$ cat src/rtl/tsce_pkg.sv
// ----------------------------------------------------------------------------
// tsce_pkg: text screen character engine shared definitions
// Screen geometry, field types, command and control codes, register map
// and the configuration bundle passed from the register block to the core.
// ----------------------------------------------------------------------------
package tsce_pkg;

   localparam int MAX_COLUMNS = 40;
   localparam int MAX_ROWS    = 24;
   localparam int TOTAL_CELLS = MAX_ROWS * MAX_COLUMNS;
   localparam int ADDR_W      = $clog2(TOTAL_CELLS);
   localparam int CNT_W       = $clog2(TOTAL_CELLS + 1);

   typedef logic [1:0]        cmd_type;
   typedef logic [7:0]        char_type;
   typedef logic [5:0]        col_type;
   typedef logic [4:0]        row_type;
   typedef logic [ADDR_W-1:0] addr_type;
   typedef logic [CNT_W-1:0]  count_type;

   localparam cmd_type CMD_PUT   = 2'd0;
   localparam cmd_type CMD_READ  = 2'd1;
   localparam cmd_type CMD_CLEAR = 2'd2;

   localparam char_type CH_ESCAPE     = 8'h1B;
   localparam char_type CH_UP         = 8'h1C;
   localparam char_type CH_DOWN       = 8'h1D;
   localparam char_type CH_LEFT       = 8'h1E;
   localparam char_type CH_RIGHT      = 8'h1F;
   localparam char_type CH_CLEAR      = 8'h7D;
   localparam char_type CH_BACKSPACE  = 8'h7E;
   localparam char_type CH_EOL        = 8'h9B;
   localparam char_type CH_DEL_LINE   = 8'h9C;
   localparam char_type CH_INS_LINE   = 8'h9D;
   localparam char_type CH_BELL       = 8'hFD;
   localparam char_type CH_DEL_CHAR   = 8'hFE;
   localparam char_type CH_INS_CHAR   = 8'hFF;
   localparam char_type CH_BLANK      = 8'h20;

   localparam col_type MARGIN_LIMIT = 6'd39;

   localparam col_type WIDTH_RESET    = 6'd40;
   localparam row_type HEIGHT_RESET   = 5'd24;
   localparam col_type LEFT_RESET     = 6'd2;
   localparam col_type RIGHT_RESET    = 6'd39;

   typedef enum logic [2:0] {
      REG_SCREEN_WIDTH,
      REG_SCREEN_HEIGHT,
      REG_LEFT_MARGIN,
      REG_RIGHT_MARGIN,
      REG_DISPLAY_CONTROLS
   } reg_index_type;

   typedef struct packed {
      col_type screen_width;
      row_type screen_height;
      col_type left_margin;
      col_type right_margin;
      logic    display_controls;
   } cfg_type;

endpackage

$ cat src/rtl/tsce_csr.sv
// ----------------------------------------------------------------------------
// tsce_csr: configuration registers
// APB-style write and read of screen geometry, margins and raw mode.
// ----------------------------------------------------------------------------
module tsce_csr (
   input  logic                clock,
   input  logic                reset,
   input  logic                psel,
   input  logic                penable,
   input  logic                pwrite,
   input  logic [4:0]          paddr,
   input  logic [31:0]         pwdata,
   output logic [31:0]         prdata,
   output logic                pready,
   output tsce_pkg::cfg_type   cfg
);

   tsce_pkg::col_type       width_ff;
   tsce_pkg::row_type       height_ff;
   tsce_pkg::col_type       left_ff;
   tsce_pkg::col_type       right_ff;
   logic                    display_ff;
   logic                    write_strobe;
   tsce_pkg::reg_index_type index;

   assign pready       = 1'b1;
   assign write_strobe = psel && penable && pwrite;
   assign index        = tsce_pkg::reg_index_type'(paddr[4:2]);

   always_ff @(posedge clock) begin
      if (reset) begin
         width_ff   <= tsce_pkg::WIDTH_RESET;
         height_ff  <= tsce_pkg::HEIGHT_RESET;
         left_ff    <= tsce_pkg::LEFT_RESET;
         right_ff   <= tsce_pkg::RIGHT_RESET;
         display_ff <= 1'b0;
      end else if (write_strobe) begin
         case (index)
            tsce_pkg::REG_SCREEN_WIDTH:     width_ff   <= pwdata[5:0];
            tsce_pkg::REG_SCREEN_HEIGHT:    height_ff  <= pwdata[4:0];
            tsce_pkg::REG_LEFT_MARGIN:      left_ff    <= pwdata[5:0];
            tsce_pkg::REG_RIGHT_MARGIN:     right_ff   <= pwdata[5:0];
            tsce_pkg::REG_DISPLAY_CONTROLS: display_ff <= pwdata[0];
            default: ;
         endcase
      end
   end

   always_comb begin
      case (index)
         tsce_pkg::REG_SCREEN_WIDTH:     prdata = {26'd0, width_ff};
         tsce_pkg::REG_SCREEN_HEIGHT:    prdata = {27'd0, height_ff};
         tsce_pkg::REG_LEFT_MARGIN:      prdata = {26'd0, left_ff};
         tsce_pkg::REG_RIGHT_MARGIN:     prdata = {26'd0, right_ff};
         tsce_pkg::REG_DISPLAY_CONTROLS: prdata = {31'd0, display_ff};
         default:                        prdata = 32'd0;
      endcase
   end

   assign cfg.screen_width     = width_ff;
   assign cfg.screen_height    = height_ff;
   assign cfg.left_margin      = left_ff;
   assign cfg.right_margin     = right_ff;
   assign cfg.display_controls = display_ff;

endmodule

$ cat config.mk
export PLATFORM = sky130hd
export DESIGN_NAME = tsce_csr
export DESIGN_NICKNAME = d
export VERILOG_FILES = /design/src/rtl/tsce_pkg.sv /design/src/rtl/tsce_csr.sv
export SDC_FILE = /design/constraint.sdc
export NUM_CORES = 1
export LEC_CHECK = 0
export ABC_AREA = 1
export BUFFER_PORTS_ARGS = -buffer_cell sky130_fd_sc_hd__buf_2
export CORE_MARGIN = 8
export CORE_UTILIZATION = 42
export CTS_CLUSTER_DIAMETER = 120
export CTS_CLUSTER_SIZE = 28
export DETAILED_ROUTE_END_ITERATION = 8
export PLACE_DENSITY = 0.92
export SYNTH_ARGS = -nofsm -noshare
export SYNTH_HDL_FRONTEND = slang
export SYNTH_SLANG_ARGS = --single-unit
$ cat constraint.sdc
create_clock -name clock -period 1.1 [get_ports clock]
set_input_delay 0.11 -clock clock [delete_from_list [all_inputs] [get_ports clock]]
set_output_delay 0.11 -clock clock [all_outputs]
set_load 0.01 [all_outputs]
-- Word level (Yosys, flattened, before mapping)
Cells that the tools add are included.
- word-level logic and storage cells: 18
- flip-flop bits (word level): 24
- output and inout port bits: 57
- input bits: 42
- equality and inequality tests: 4
- muxes and demuxes: 1
- reduce and logical (&&, ||, !) cells: 8
- operator list (operator ; count):
    $pmux W6 S5 ; 1
    $reduce_and A2 Y1 ; 5
    $eq A3 B2 Y1 const B ; 2
    $eq A3 B1 Y1 const B ; 1
    $eq A3 B3 Y1 const B ; 1
    $logic_not A3 Y1 ; 1
    $logic_and A1 B1 Y1 ; 2

-- Longest topological paths before layout
Gate-level depths: netlist of the first run.
- depth after elaboration: 3
- depth in mapped cells: 7

-- Worst setup path before layout of the first run
No wires, ideal clock.
- path type: input-to-reg
- start: input port paddr[2]
- end: register width_ff[3]
- path buffers: 1
- path slack: 206 ps
- arrival time: 773 ps
- data required time: 978 ps
- cell stages on the path: 7
- path through: buf_4 inv_1 nand2_2 nor2_4 nand2_1 nand2_1 nand3_1
- cells in the longest elaborated chain, start to end: 2
- RTL lines (what ; RTL line ; text):
    start, declared ; tsce_csr.sv:11 ; input logic [4:0] paddr,
    $logic_not A3 Y1 ; tsce_csr.sv:38 ; case (index)
    $reduce_and A2 Y1 (no source line) ; - ;
    end signal, assigned ; tsce_csr.sv:32 ; width_ff <= tsce_pkg::WIDTH_RESET;
    end signal, assigned ; tsce_csr.sv:39 ; tsce_pkg::REG_SCREEN_WIDTH: width_ff <= pwdata[5:0];
    end, declared ; tsce_csr.sv:18 ; tsce_pkg::col_type width_ff;
Every way passes these cells.
A chain may end at the register's enable or synchronous reset.

-- Worst setup path after layout of the first run
- start: register right_ff[2]
- end: output port prdata[2]
- cells in the longest elaborated chain, start to end: 1
- RTL lines (what ; RTL line ; text):
    start, declared ; tsce_csr.sv:21 ; tsce_pkg::col_type right_ff;
    start signal, assigned ; tsce_csr.sv:35 ; right_ff <= tsce_pkg::RIGHT_RESET;
    start signal, assigned ; tsce_csr.sv:42 ; tsce_pkg::REG_RIGHT_MARGIN: right_ff <= pwdata[5:0];
    $pmux W6 S5 ; tsce_csr.sv:50 ; case (index)
    end, declared ; tsce_csr.sv:13 ; output logic [31:0] prdata,
Every way passes these cells.

==> key figures, run 1 <==
Critical path
  • CP arrival: 1.13 ns
  • Crit path kind: reg2out
  • Crit Path Max Fanout: 3
  • R2R cell count: 4
  • Crit path from: right_ff[2]
  • Critical Path End Type: output port
  • Reg-to-Reg End: right_ff[0]
  • Setup crit start kind: flip-flop
  • End of the critical path: prdata[2]
  • Reg-to-reg slack, setup: 0.30 ns
  • Worst R2R Start: right_ff[0]
  • CP required: around 0.99 ns

Yosys
  • Post-synth top flop: dfxtp_1
  • Async SR Flop Fraction: 0
  • Largest area contributor in the synthesized netlist: dfxtp_1
  • Yosys cell types: 20
  • Top cells by count, synth: 54 x nand2_1, 45 x nor2_1, 30 x buf_4
  • Register bit total from synthesis: 24
  • Share of the yosys chip area belonging to registers: 0.324
  • Mean post-synth cell area: 6.68 sq um
  • Cell Area, Synth: 0.00148 sq mm
  • EDFF count, synth: 0
  • Yosys Warn Count: 0
  • Synth top area share: 0.324
  • Ranking of synthesized cells by area: dfxtp_1 32%, buf_4 15%, nand2_1 14%
  • Cells after Synth: 222
  • Count leader, synth: nand2_1

Power
  • Final Total Pwr: between 1.5 and 2 mW
  • NetSw: between 0.4 and 0.5 mW
  • Pint: around 1.2 mW
  • Leakage power: ~1.0 nW
  • Sw frac: 0.289
  • Clock power frac: 0.281
  • Reg power frac: 0.528
  • Gate power share: 0.191
  • Peak VDD IR: about 660 uV
  • Power per cell area: approximately 880 mW/mm^2

Placed design
  • Post-DP Area: 0.00168 sq mm
  • Setup WS pre-CTS: -0.0107 ns
  • Global placement routability congestion: 0.816
  • DP HPWL: roughly 3000 um
  • IO buf count: 43

Clocking
  • Clock Tree Buf Depth: 2
  • Clock root buffer: clkbuf_4
  • Clock Sinks: 24
  • Clk_lat worst skew: 0.31 ns
  • TritonCTS clock tree: built
  • TritonCTS Buffers: 3
  • Clock transition at path regs: 0.14 ns
  • # hold bufs at CTS: 0
  • H-Tree Depth: 1

Outcome
  • Failing checks: negative setup slack
  • Run status: finished, violations left

Finish
  • Fillers: approximately 340
  • Layout area overhead: 28.7%
  • Area of the multi-input gates: a little under 800 sq um
  • Final instance area: around 0.0019 sq mm
  • Reg area: 499 sq um
  • Ant. Diodes: 0
  • Nets: roughly 330
  • Fraction of layout cells with a size suffix above 1: 0.392

Detailed routing
  • Pre-antenna DRT Iters: 4
  • WL per Instance: approximately 13 um
  • Detailed-route via count: between 1500 and 2000
  • DRC: 0
  • Initial DRC Count: 54
  • Avg Vias per Cell: between 4 and 5
  • Final WL: 4250 um
  • Routed Antenna Nets: 0

Timing
  • Setup TNS Final: -0.581 ns
  • Fin. max-slew vios: 0
  • Clock skew: 0 ns
  • Fin crit period: approximately 1.2 ns
  • Final setup vio count: 7
  • Setup WS post-layout: -0.138 ns
  • Worst Hold Margin: about 0.0017 ns
  • Final hold viol count: 0
  • Fmax: between 800 and 900 MHz
  • RSZ-0062 raised after global routing: yes
  • Tcrit/Tclk final: 1.13

Global route
  • Antenna violations before repair: 0
  • Grt total ovfl: 0
  • GRT Total Usage: 0.135
  • Pin count of the biggest net entering global routing: 25
  • First-pass GRT wire length: around 5800 um
  • Number of global-route vias before repair: between 1000 and 1500

Die
  • Site row count: 21
  • Core footprint: between 0.003 and 0.004 sq mm
  • Die area: between 0.005 and 0.006 sq mm
  • Die W: roughly 75 um
  • Die Y: approximately 75 um
  • Initial Util: 0.441
  • Num ports: approximately 100

Min path
  • Hold/Removal Path Class: in2reg

Flow run
  • Max-Cap Viols: 0
stage by stage:
step	util	std cells
6_report	0.567	334
5_1_grt	0.567	334
3_5_place_dp	0.500	312
2_1_floorplan	-	247
4_1_cts	0.535	325
3_3_place_gp	0.500	312
sequential cells by signal, summed over array words and instances (netlist names):
signal and flops:
width_ff 6, left_ff 6, right_ff 6, display_ff 1, height_ff 5
logic make-up (layout without fill, tap and decap cells):
family / after synthesis / in the layout / share of synthesized area
simple gates: 141 / 141 / 0.446
compound gates: 2 / 2 / 0.00674
flops: 24 / 24 / 0.324
buf+inv: 53 / 94 / 0.218
other cells: 2 / 27 / 0.00507
critical path, stage by stage, from the launching register on:
cell	delay, ns
dfxtp_2	0.36
inv_2	0.04
nor2_1	0.03
nor2_1	0.12
nand3_1	0.10
buf_2	0.15
cell type report:
type / count / share of cell area
multi-input cells: 170 / 0.410
flip-flops and latches: 24 / 0.262
repair buffers: 69 / 0.236
inverters: 21 / 0.0426
well taps: 46 / 0.0302
clock buffers: 4 / 0.0190
cell usage in the layout (no fill, tap or decap):
master	count
nand3_1	28
o21ai_0	1
dfxtp_1	9
dfxtp_2	15
buf_2	41
nor2_2	2
nor2_1	44
nor2_4	4
clkbuf_8	1
inv_4	1
nand3_4	2
nand2_1	53
buf_12	1
nand3_2	3
buf_4	20
inv_1	10
nand2_2	2
a21oi_1	1
inv_2	10
conb_1	27
buf_6	6
nor2_8	1
clkbuf_4	4
nand4_1	2
metal layers:
layer | share of wire | global-route usage | vias up
li1 | - | - | 762
met5 | 0 | 0 | -
met1 | 0.38 | 0.146 | 671
met3 | 0.10 | 0.0303 | 8
met4 | 0.017 | 0.0490 | 0
met2 | 0.50 | 0.249 | 73
timing repair:
action                                  CTS  global route
pin swaps                                 7            16
cloned                                    0             0
gates resized for setup                  11            21
endpoints found under the setup margin    5             6
hold endpoints to repair                  0             0
setup buffers                             9             9
how the worst min path moves through the flow:
stage | from | endpoint | slack [ns] | cells past startpoint
after floorplan | pwdata[3] | width_ff[3] | 0.24 | 2
after global placement | pwdata[0] | right_ff[0] | 0.34 | 3
after detailed placement | pwdata[4] | height_ff[4] | 0.35 | 3
after CTS | pwdata[4] | height_ff[4] | 0.005 | 3
after global routing | pwdata[0] | right_ff[0] | 0.01 | 3
final | pwdata[4] | height_ff[4] | 0.002 | 3
power groups by stage:
| stage | Combinational (mW) | Clock [mW] | Sequential [mW] |
|---|---|---|---|
| global placement | 0.282 | 0 | 0.907 |
| global route | 0.352 | 0.512 | 0.891 |
| detailed placement | 0.286 | 0 | 0.908 |
| finish | 0.322 | 0.474 | 0.890 |
| CTS | 0.294 | 0.474 | 0.888 |
| floorplan | 0.248 | 0 | 0.912 |
(Power assumes the default switching activity.)
==> run 2: changes to the inputs <==
--- a/config.mk
+++ b/config.mk
@@ -5,14 +5,13 @@
 export SDC_FILE = /design/constraint.sdc
 export NUM_CORES = 1
 export LEC_CHECK = 0
-export ABC_AREA = 1
 export BUFFER_PORTS_ARGS = -buffer_cell sky130_fd_sc_hd__buf_2
 export CORE_MARGIN = 8
-export CORE_UTILIZATION = 42
+export CORE_UTILIZATION = 41
 export CTS_CLUSTER_DIAMETER = 120
 export CTS_CLUSTER_SIZE = 28
 export DETAILED_ROUTE_END_ITERATION = 8
-export PLACE_DENSITY = 0.92
+export PLACE_DENSITY = 0.91
 export SYNTH_ARGS = -nofsm -noshare
 export SYNTH_HDL_FRONTEND = slang
 export SYNTH_SLANG_ARGS = --single-unit
==> key figures, run 2 <==
Power
  • Sw frac: 0.242 (-0.0476)
  • Peak VDD IR: 490 uV (-26%)
  • NetSw: 0.436 mW (-11%)
  • Gate power share: 0.157 (-0.034)
  • Reg power frac: 0.488 (-0.040)
  • Power per cell area: 901 mW/mm^2 (+2.0%)
  • Clock power frac: 0.355 (+0.074)
  • Pint: 1.37 mW (+14%)
  • Leakage power: 0.977 nW (-4.2%)

Critical path
  • CP required: 0.99 ns (about the same)
  • Reg-to-reg slack, setup: 0.21 ns (-0.09 ns)
  • Crit path from: right_ff[4]
  • Critical Path, Cell by Cell: mux4_2 -> nor2b_1 -> buf_2
  • Worst R2R Start: height_ff[2]
  • Critical Path End Type: output port
  • CP arrival: 1.38 ns (+0.25 ns)
  • Setup crit start kind: flip-flop
  • Slowest cell on crit path: mux4_2
  • Slowest stage delay, CP: 0.44 ns (+0.08 ns)
  • Crit path kind: reg2out
  • Crit Path Max Fanout: 2 (-1)

Yosys
  • Register bit total from synthesis: 24 (unchanged)
  • Multiplexer share of the synthesized area: 0.226 (+0.226)
  • Post-synth top flop: dfxtp_1
  • Cell Area, Synth: 0.00146 sq mm (-1.6%)
  • Yosys Warn Count: 0 (unchanged)
  • Compound-Gate Fraction of Synth Area: 0.0403 (+0.0336)
  • Share of the yosys chip area belonging to registers: 0.329 (+0.00528)
  • EDFF count, synth: 0 (unchanged)
  • Yosys cell types: 26 (+30%)
  • Largest family of logic cells by synthesized area: multiplexers
  • Count leader, synth: buf_4
  • Top cells by count, synth: 30 x buf_4, 24 x dfxtp_1, 21 x mux2i_1
  • Cells after Synth: 154 (-31%)
  • Largest area contributor in the synthesized netlist: dfxtp_1
  • Post-Synth XOR/XNOR Area: 0 (unchanged)
  • Post-Synth Adder-Cell Area: 0 (unchanged)
  • Synth top area share: 0.329 (+0.00528)
  • Async SR Flop Fraction: 0 (unchanged)
  • Simple-Gate Fraction of Synth Area: 0.222 (-0.224)
  • Ranking of synthesized cells by area: dfxtp_1 33%, buf_4 15%, mux2i_1 14%
  • Mean post-synth cell area: 9.47 sq um (+42%)

Detailed routing
  • Initial DRC Count: 71 (+31%)
  • Routed Antenna Nets: 0 (unchanged)
  • M1 WL: 1510 um (-5.4%)
  • Met3 WL: 355 um (-19%)
  • WL per Instance: 14.4 um (+13%)
  • DRC: 0 (unchanged)
  • Pre-antenna DRT Iters: 4 (unchanged)
  • Max layer used: met4
  • Avg Vias per Cell: 4.56 (+0.52%)
  • Final WL: 3960 um (-6.7%)
  • Detailed-route via count: 1253 (-17%)
  • Met2 routed WL: 2080 um (-2.5%)

Finish
  • Largest regs: left_ff x6, right_ff x6, width_ff x6
  • Ant. Diodes: 0 (unchanged)
  • Fraction of layout cells with a size suffix above 1: 0.485 (+0.0924)
  • Most common cell after layout, fill and taps aside: buf_2
  • Fin cells: 275 (-18%)
  • Nets: 272 (-18%)
  • Final instance area: 0.00200 sq mm (+5.0%)
  • Fin util: 0.591 (+0.0237)
  • Most frequent cells in the layout: 37 x buf_2, 32 x buf_4, 27 x conb_1
  • Layout area overhead: 37.3%

Die
  • Num ports: 99 (unchanged)
  • Core footprint: 0.00339 sq mm (+0.78%)
  • Die area: 0.00572 sq mm (+0.62%)
  • Initial Util: 0.430 (-0.0104)
  • Die Y: 75.7 um (+0.31%)
  • Die W: 75.7 um (+0.31%)
  • Site row count: 21 (unchanged)

Timing
  • Tcrit/Tclk final: 1.35 (+0.225)
  • Clock skew: 0 ns (unchanged)
  • Worst Hold Margin: 0.0421 ns (+0.0404 ns)
  • Fin. max-slew vios: 0 (unchanged)
  • RSZ-0062 raised after global routing: yes
  • Final setup vio count: 7 (unchanged)
  • Setup WS post-layout: -0.386 ns (-0.248 ns)
  • Final hold viol count: 0 (unchanged)
  • Fin crit period: 1.49 ns (+0.248 ns)
  • Fmax: 673 MHz (-17%)

Clocking
  • Clock transition at path regs: 0.14 ns (about the same)
  • H-Tree Depth: 1 (unchanged)
  • TritonCTS Buffers: 3 (unchanged)
  • Clk_lat worst skew: 0.31 ns (about the same)
  • TritonCTS clock tree: built
  • Clock Tree Buf Depth: 2 (unchanged)
  • Clock root buffer: clkbuf_4
  • Clock Sinks: 24 (unchanged)

Global route
  • Antenna violations before repair: 0 (unchanged)
  • GRT Total Usage: 0.129 (-0.00594)
  • Pin count of the biggest net entering global routing: 19 (-24%)
  • First-pass GRT wire length: 5700 um (-2.1%)
  • Grt total ovfl: 0 (unchanged)
  • Number of global-route vias before repair: 1238 (-2.7%)

Min path
  • Hold Startpoint: pwdata[5]
  • Hold/Removal Path Class: in2reg

Placed design
  • Placed cells: 265 (-15%)
  • IO buf count: 43 (unchanged)
  • DP HPWL: 3060 um (+0.98%)
  • Global placement routability congestion: 0.816 (about the same)
  • Post-DP Area: 0.00182 sq mm (+8.0%)

Outcome
  • Run status: finished, violations left
  • Failing checks: negative setup slack

Flow run
  • Max-Cap Viols: 0 (unchanged)
==> run 2: cell types whose count changed in the layout (fill, tap and decap cells not counted), sizes merged, moves of 4 or more <==
cell / before / now
nor2: 51 / 17
o21ai: 1 / 6
nand2: 55 / 2
nand3: 33 / 1
buf: 68 / 82
inv: 21 / 0
mux4: 0 / 4
nand2b: 0 / 19
nor2b: 0 / 7
mux2i: 0 / 21
==> run 2: power by group through the flow <==
stage               combinational, mW  clock (mW)  sequential (mW)
floorplan                       0.225           0            0.902
global placement                0.257           0            0.898
detailed placement              0.262           0            0.899
CTS                             0.277       0.647            0.880
finish                          0.284       0.641            0.880
global route                    0.308       0.694            0.881
==> run 2: cell type report <==
| type | instances | area, sq um |
|---|---|---|
| Clock buffer | 3 | 22.5 |
| Timing Repair Buffer | 82 | 572 |
| Sequential cell | 24 | 497 |
| Fill cell | 296 | 1390 |
| Tap cell | 46 | 57.6 |
| Multi-Input combinational cell | 119 | 825 |
| Clock inverter | 1 | 30.0 |
==> run 2: per-stage QoR <==
| step | worst slack (ns) | power [mW] | setup TNS [ns] |
|---|---|---|---|
| 5_1_grt | -0.457 | 1.88 | -2.60 |
| 2_1_floorplan | 0.0233 | 1.13 | 0 |
| 3_5_place_dp | -0.268 | 1.16 | -1.78 |
| 6_report | -0.386 | 1.80 | -2.11 |
| 4_1_cts | -0.395 | 1.80 | -2.14 |
| 3_3_place_gp | -0.233 | 1.15 | -1.30 |
==> run 2: routing by layer <==
layer,vias to the layer above,global-route usage
li1,609,-
met1,598,0.135
met2,44,0.250
met3,2,0.0355
met4,0,0.0235
met5,-,0
==> run 2: timing repair <==
action / CTS / global route
hold buffers: 0 / 0
pin swaps: 0 / 0
gates resized for setup: 20 / 15
setup endpoints to repair: 6 / 8
buffers inserted: 4 / 5
==> run 2: worst paths after layout <==
| check | to | depth (start not counted) |
|---|---|---|
| worst max register to register | height_ff[2] | 4 |
| worst min register to register | display_ff | 2 |
| worst min-delay path | left_ff[5] | 3 |
| worst max-delay path | prdata[4] | 3 |
==> run 2: cells by family after synthesis <==
kind of cell | count (synthesis)
simple gates | 55
buf+inv | 36
mux | 27
flops | 24
compound gates | 10
other cells | 2
==> run 2: critical path, delay by kind of cell, from the launching register on <==
family / cells / cell delay (ns)
simple gates: 1 / 0.14
buf+inv: 1 / 0.13
mux: 1 / 0.44
flops: 1 / 0.35
==> run 3: changes to the inputs <==
--- a/config.mk
+++ b/config.mk
@@ -5,7 +5,7 @@
 export SDC_FILE = /design/constraint.sdc
 export NUM_CORES = 1
 export LEC_CHECK = 0
-export BUFFER_PORTS_ARGS = -buffer_cell sky130_fd_sc_hd__buf_2
+export BUFFER_PORTS_ARGS = -buffer_cell sky130_fd_sc_hd__clkbuf_2
 export CORE_MARGIN = 8
 export CORE_UTILIZATION = 41
 export CTS_CLUSTER_DIAMETER = 120
==> key figures, run 3 (synthesis gave the netlist of run 2 again) <==
Power
  • Final Total Pwr: 1.81 mW (+0.41%)
  • Peak VDD IR: 549 uV (+12%)
  • Sw frac: 0.246 (+0.00442)
  • Leakage power: 0.947 nW (-3.1%)
  • Gate power share: 0.156 (about the same)
  • Reg power frac: 0.486 (-0.002)
  • Pint: 1.37 mW (-0.17%)
  • Power per cell area: 940 mW/mm^2 (+4.3%)
  • Clock power frac: 0.358 (+0.003)
  • NetSw: 0.446 mW (+2.2%)

Global route
  • Pin count of the biggest net entering global routing: 37 (+18)
  • First-pass GRT wire length: 5950 um (+4.4%)
  • GR peak layer: met2
  • Grt total ovfl: 0 (unchanged)
  • GRT Total Usage: 0.137 (+0.00770)
  • M1 GR Usage: 0.150 (+0.0149)
  • Number of global-route vias before repair: 1257 (+1.5%)
  • GR Util met3: 0.0368 (+0.00132)
  • Met2 usage: 0.247 (-0.00288)
  • Antenna violations before repair: 0 (unchanged)

Detailed routing
  • Initial DRC Count: 44 (-38%)
  • DRC: 0 (unchanged)
  • Pre-antenna DRT Iters: 4 (unchanged)
  • Routed Antenna Nets: 0 (unchanged)
  • WL per Instance: 14.4 um (+0.27%)
  • Avg Vias per Cell: 4.70 (+3.0%)
  • Detailed-route via count: 1263 (+0.80%)
  • Final WL: 3890 um (-1.9%)

Critical path
  • CP arrival: 1.39 ns (about the same)
  • Crit path kind: reg2out
  • CP required: 0.99 ns (about the same)
  • Setup crit start kind: flip-flop
  • Slowest stage delay, CP: 0.47 ns (+0.03 ns)
  • Critical Path, Cell by Cell: mux4_2 -> nor2b_4 -> buf_6
  • Critical Path End Type: output port
  • Slowest cell on crit path: mux4_2
  • Crit Path Max Fanout: 2 (unchanged)

Clocking
  • TritonCTS Buffers: 3 (unchanged)
  • Clock Tree Buf Depth: 2 (unchanged)
  • TritonCTS clock tree: built
  • H-Tree Depth: 1 (unchanged)
  • Clk_lat worst skew: 0.33 ns (+0.02 ns)
  • Clock transition at path regs: 0.14 ns (about the same)
  • # hold bufs at CTS: 0 (unchanged)
  • Clock root buffer: clkbuf_4
  • Clock Sinks: 24 (unchanged)

Finish
  • Layout area overhead: 32.2%
  • Final instance area: 0.00193 sq mm (-3.7%)
  • Largest regs: left_ff x6, right_ff x6, width_ff x6
  • Fillers: 310 (+4.7%)
  • Fraction of layout cells with a size suffix above 1: 0.462 (-0.0228)
  • Most common cell after layout, fill and taps aside: clkbuf_2
  • Most frequent cells in the layout: 40 x clkbuf_2, 32 x buf_4, 27 x conb_1
  • Nets: 266 (-2.2%)
  • Ant. Diodes: 0 (unchanged)

Timing
  • Setup WS post-layout: -0.402 ns (-0.0158 ns)
  • Final setup vio count: 6 (-1)
  • Clock skew: 0 ns (unchanged)
  • Fin crit period: 1.50 ns (+0.0158 ns)
  • Tcrit/Tclk final: 1.37 (+0.0143)
  • Setup TNS Final: -2.17 ns (-0.0574 ns)
  • RSZ-0062 raised after global routing: yes
  • Fin. max-slew vios: 0 (unchanged)
  • Fmax: 666 MHz (-1.0%)
  • Final hold viol count: 0 (unchanged)

Placed design
  • DP HPWL: 3060 um (-0.15%)
  • Global placement routability congestion: 0.800 (-2.0%)
  • IO buf count: 43 (unchanged)
  • Post-DP Area: 0.00181 sq mm (-0.14%)

Die
  • Die Y: 75.7 um (unchanged)
  • Num ports: 99 (unchanged)
  • Die W: 75.7 um (unchanged)
  • Initial Util: 0.430 (unchanged)
  • Site row count: 21 (unchanged)
  • Die area: 0.00572 sq mm (unchanged)
  • Core footprint: 0.00339 sq mm (unchanged)

Outcome
  • Failing checks: negative setup slack
  • Run status: finished, violations left

Flow run
  • Max-Cap Viols: 0 (unchanged)

Min path
  • Hold/Removal Path Class: in2reg
[run 3: cell types whose count changed in the layout (fill, tap and decap cells not counted), sizes merged]
cell	previous run	this run
clkbuf	3	43
buf	82	36
[run 3: power groups by stage]
stage                     Combinational [mW]  Sequential [mW]  Clock [mW]
after detailed placement               0.263            0.899           0
after CTS                              0.275            0.880       0.650
final                                  0.283            0.880       0.649
after floorplan                        0.225            0.902           0
after global placement                 0.256            0.898           0
after global routing                   0.309            0.881       0.711
[run 3: area by class of cell]
class	count	area, sq um	area share
flip-flops and latches	24	493	0.256
repair buffers	76	494	0.256
clock buffers	3	22.5	0.0117
clock inverters	1	30.0	0.0156
multi-input cells	119	831	0.431
well taps	46	57.6	0.0299
[run 3: layer usage]
| layer | vias to the layer above | share of wire |
|---|---|---|
| met5 | - | 0 |
| met4 | 0 | 0.019 |
| met3 | 7 | 0.096 |
| met2 | 53 | 0.52 |
| met1 | 603 | 0.37 |
| li1 | 600 | - |
[run 3: path summary, 6_finish.rpt]
check	start	endpoint	slack (ns)	cells after the start
min	pwdata[5]	left_ff[5]	0.03	3
max reg2reg	height_ff[1]	height_ff[1]	0.22	4
min reg2reg	display_ff	display_ff	0.51	2
max	right_ff[1]	prdata[1]	-0.40	3
[run 3: worst max-delay path, delay by kind of cell, from the launching register on]
family | cells | cell delay, ns
buffers and inverters | 1 | 0.11
muxes | 1 | 0.47
DFF | 1 | 0.35
and+or+nand+nor | 1 | 0.14
[run 3: metrics by stage]
stage / setup slack, ns / cells / hold slack [ns] / utilization
final: -0.402 / 269 / 0.0283 / 0.569
after global routing: -0.465 / 269 / 0.0166 / 0.569
after CTS: -0.412 / 271 / 0.0299 / 0.566
after detailed placement: -0.267 / 263 / 0.397 / 0.535
after global placement: -0.244 / 263 / 0.372 / 0.535
after floorplan: 0.0233 / 179 / 0.265 / -
[run 3: repair_timing]
action	in CTS	in global routing
gates resized for setup	15	8
pin swaps	1	0
setup endpoints to repair	6	9
gates cloned	0	0
endpoints found under the hold margin	0	0
setup buffers	4	2
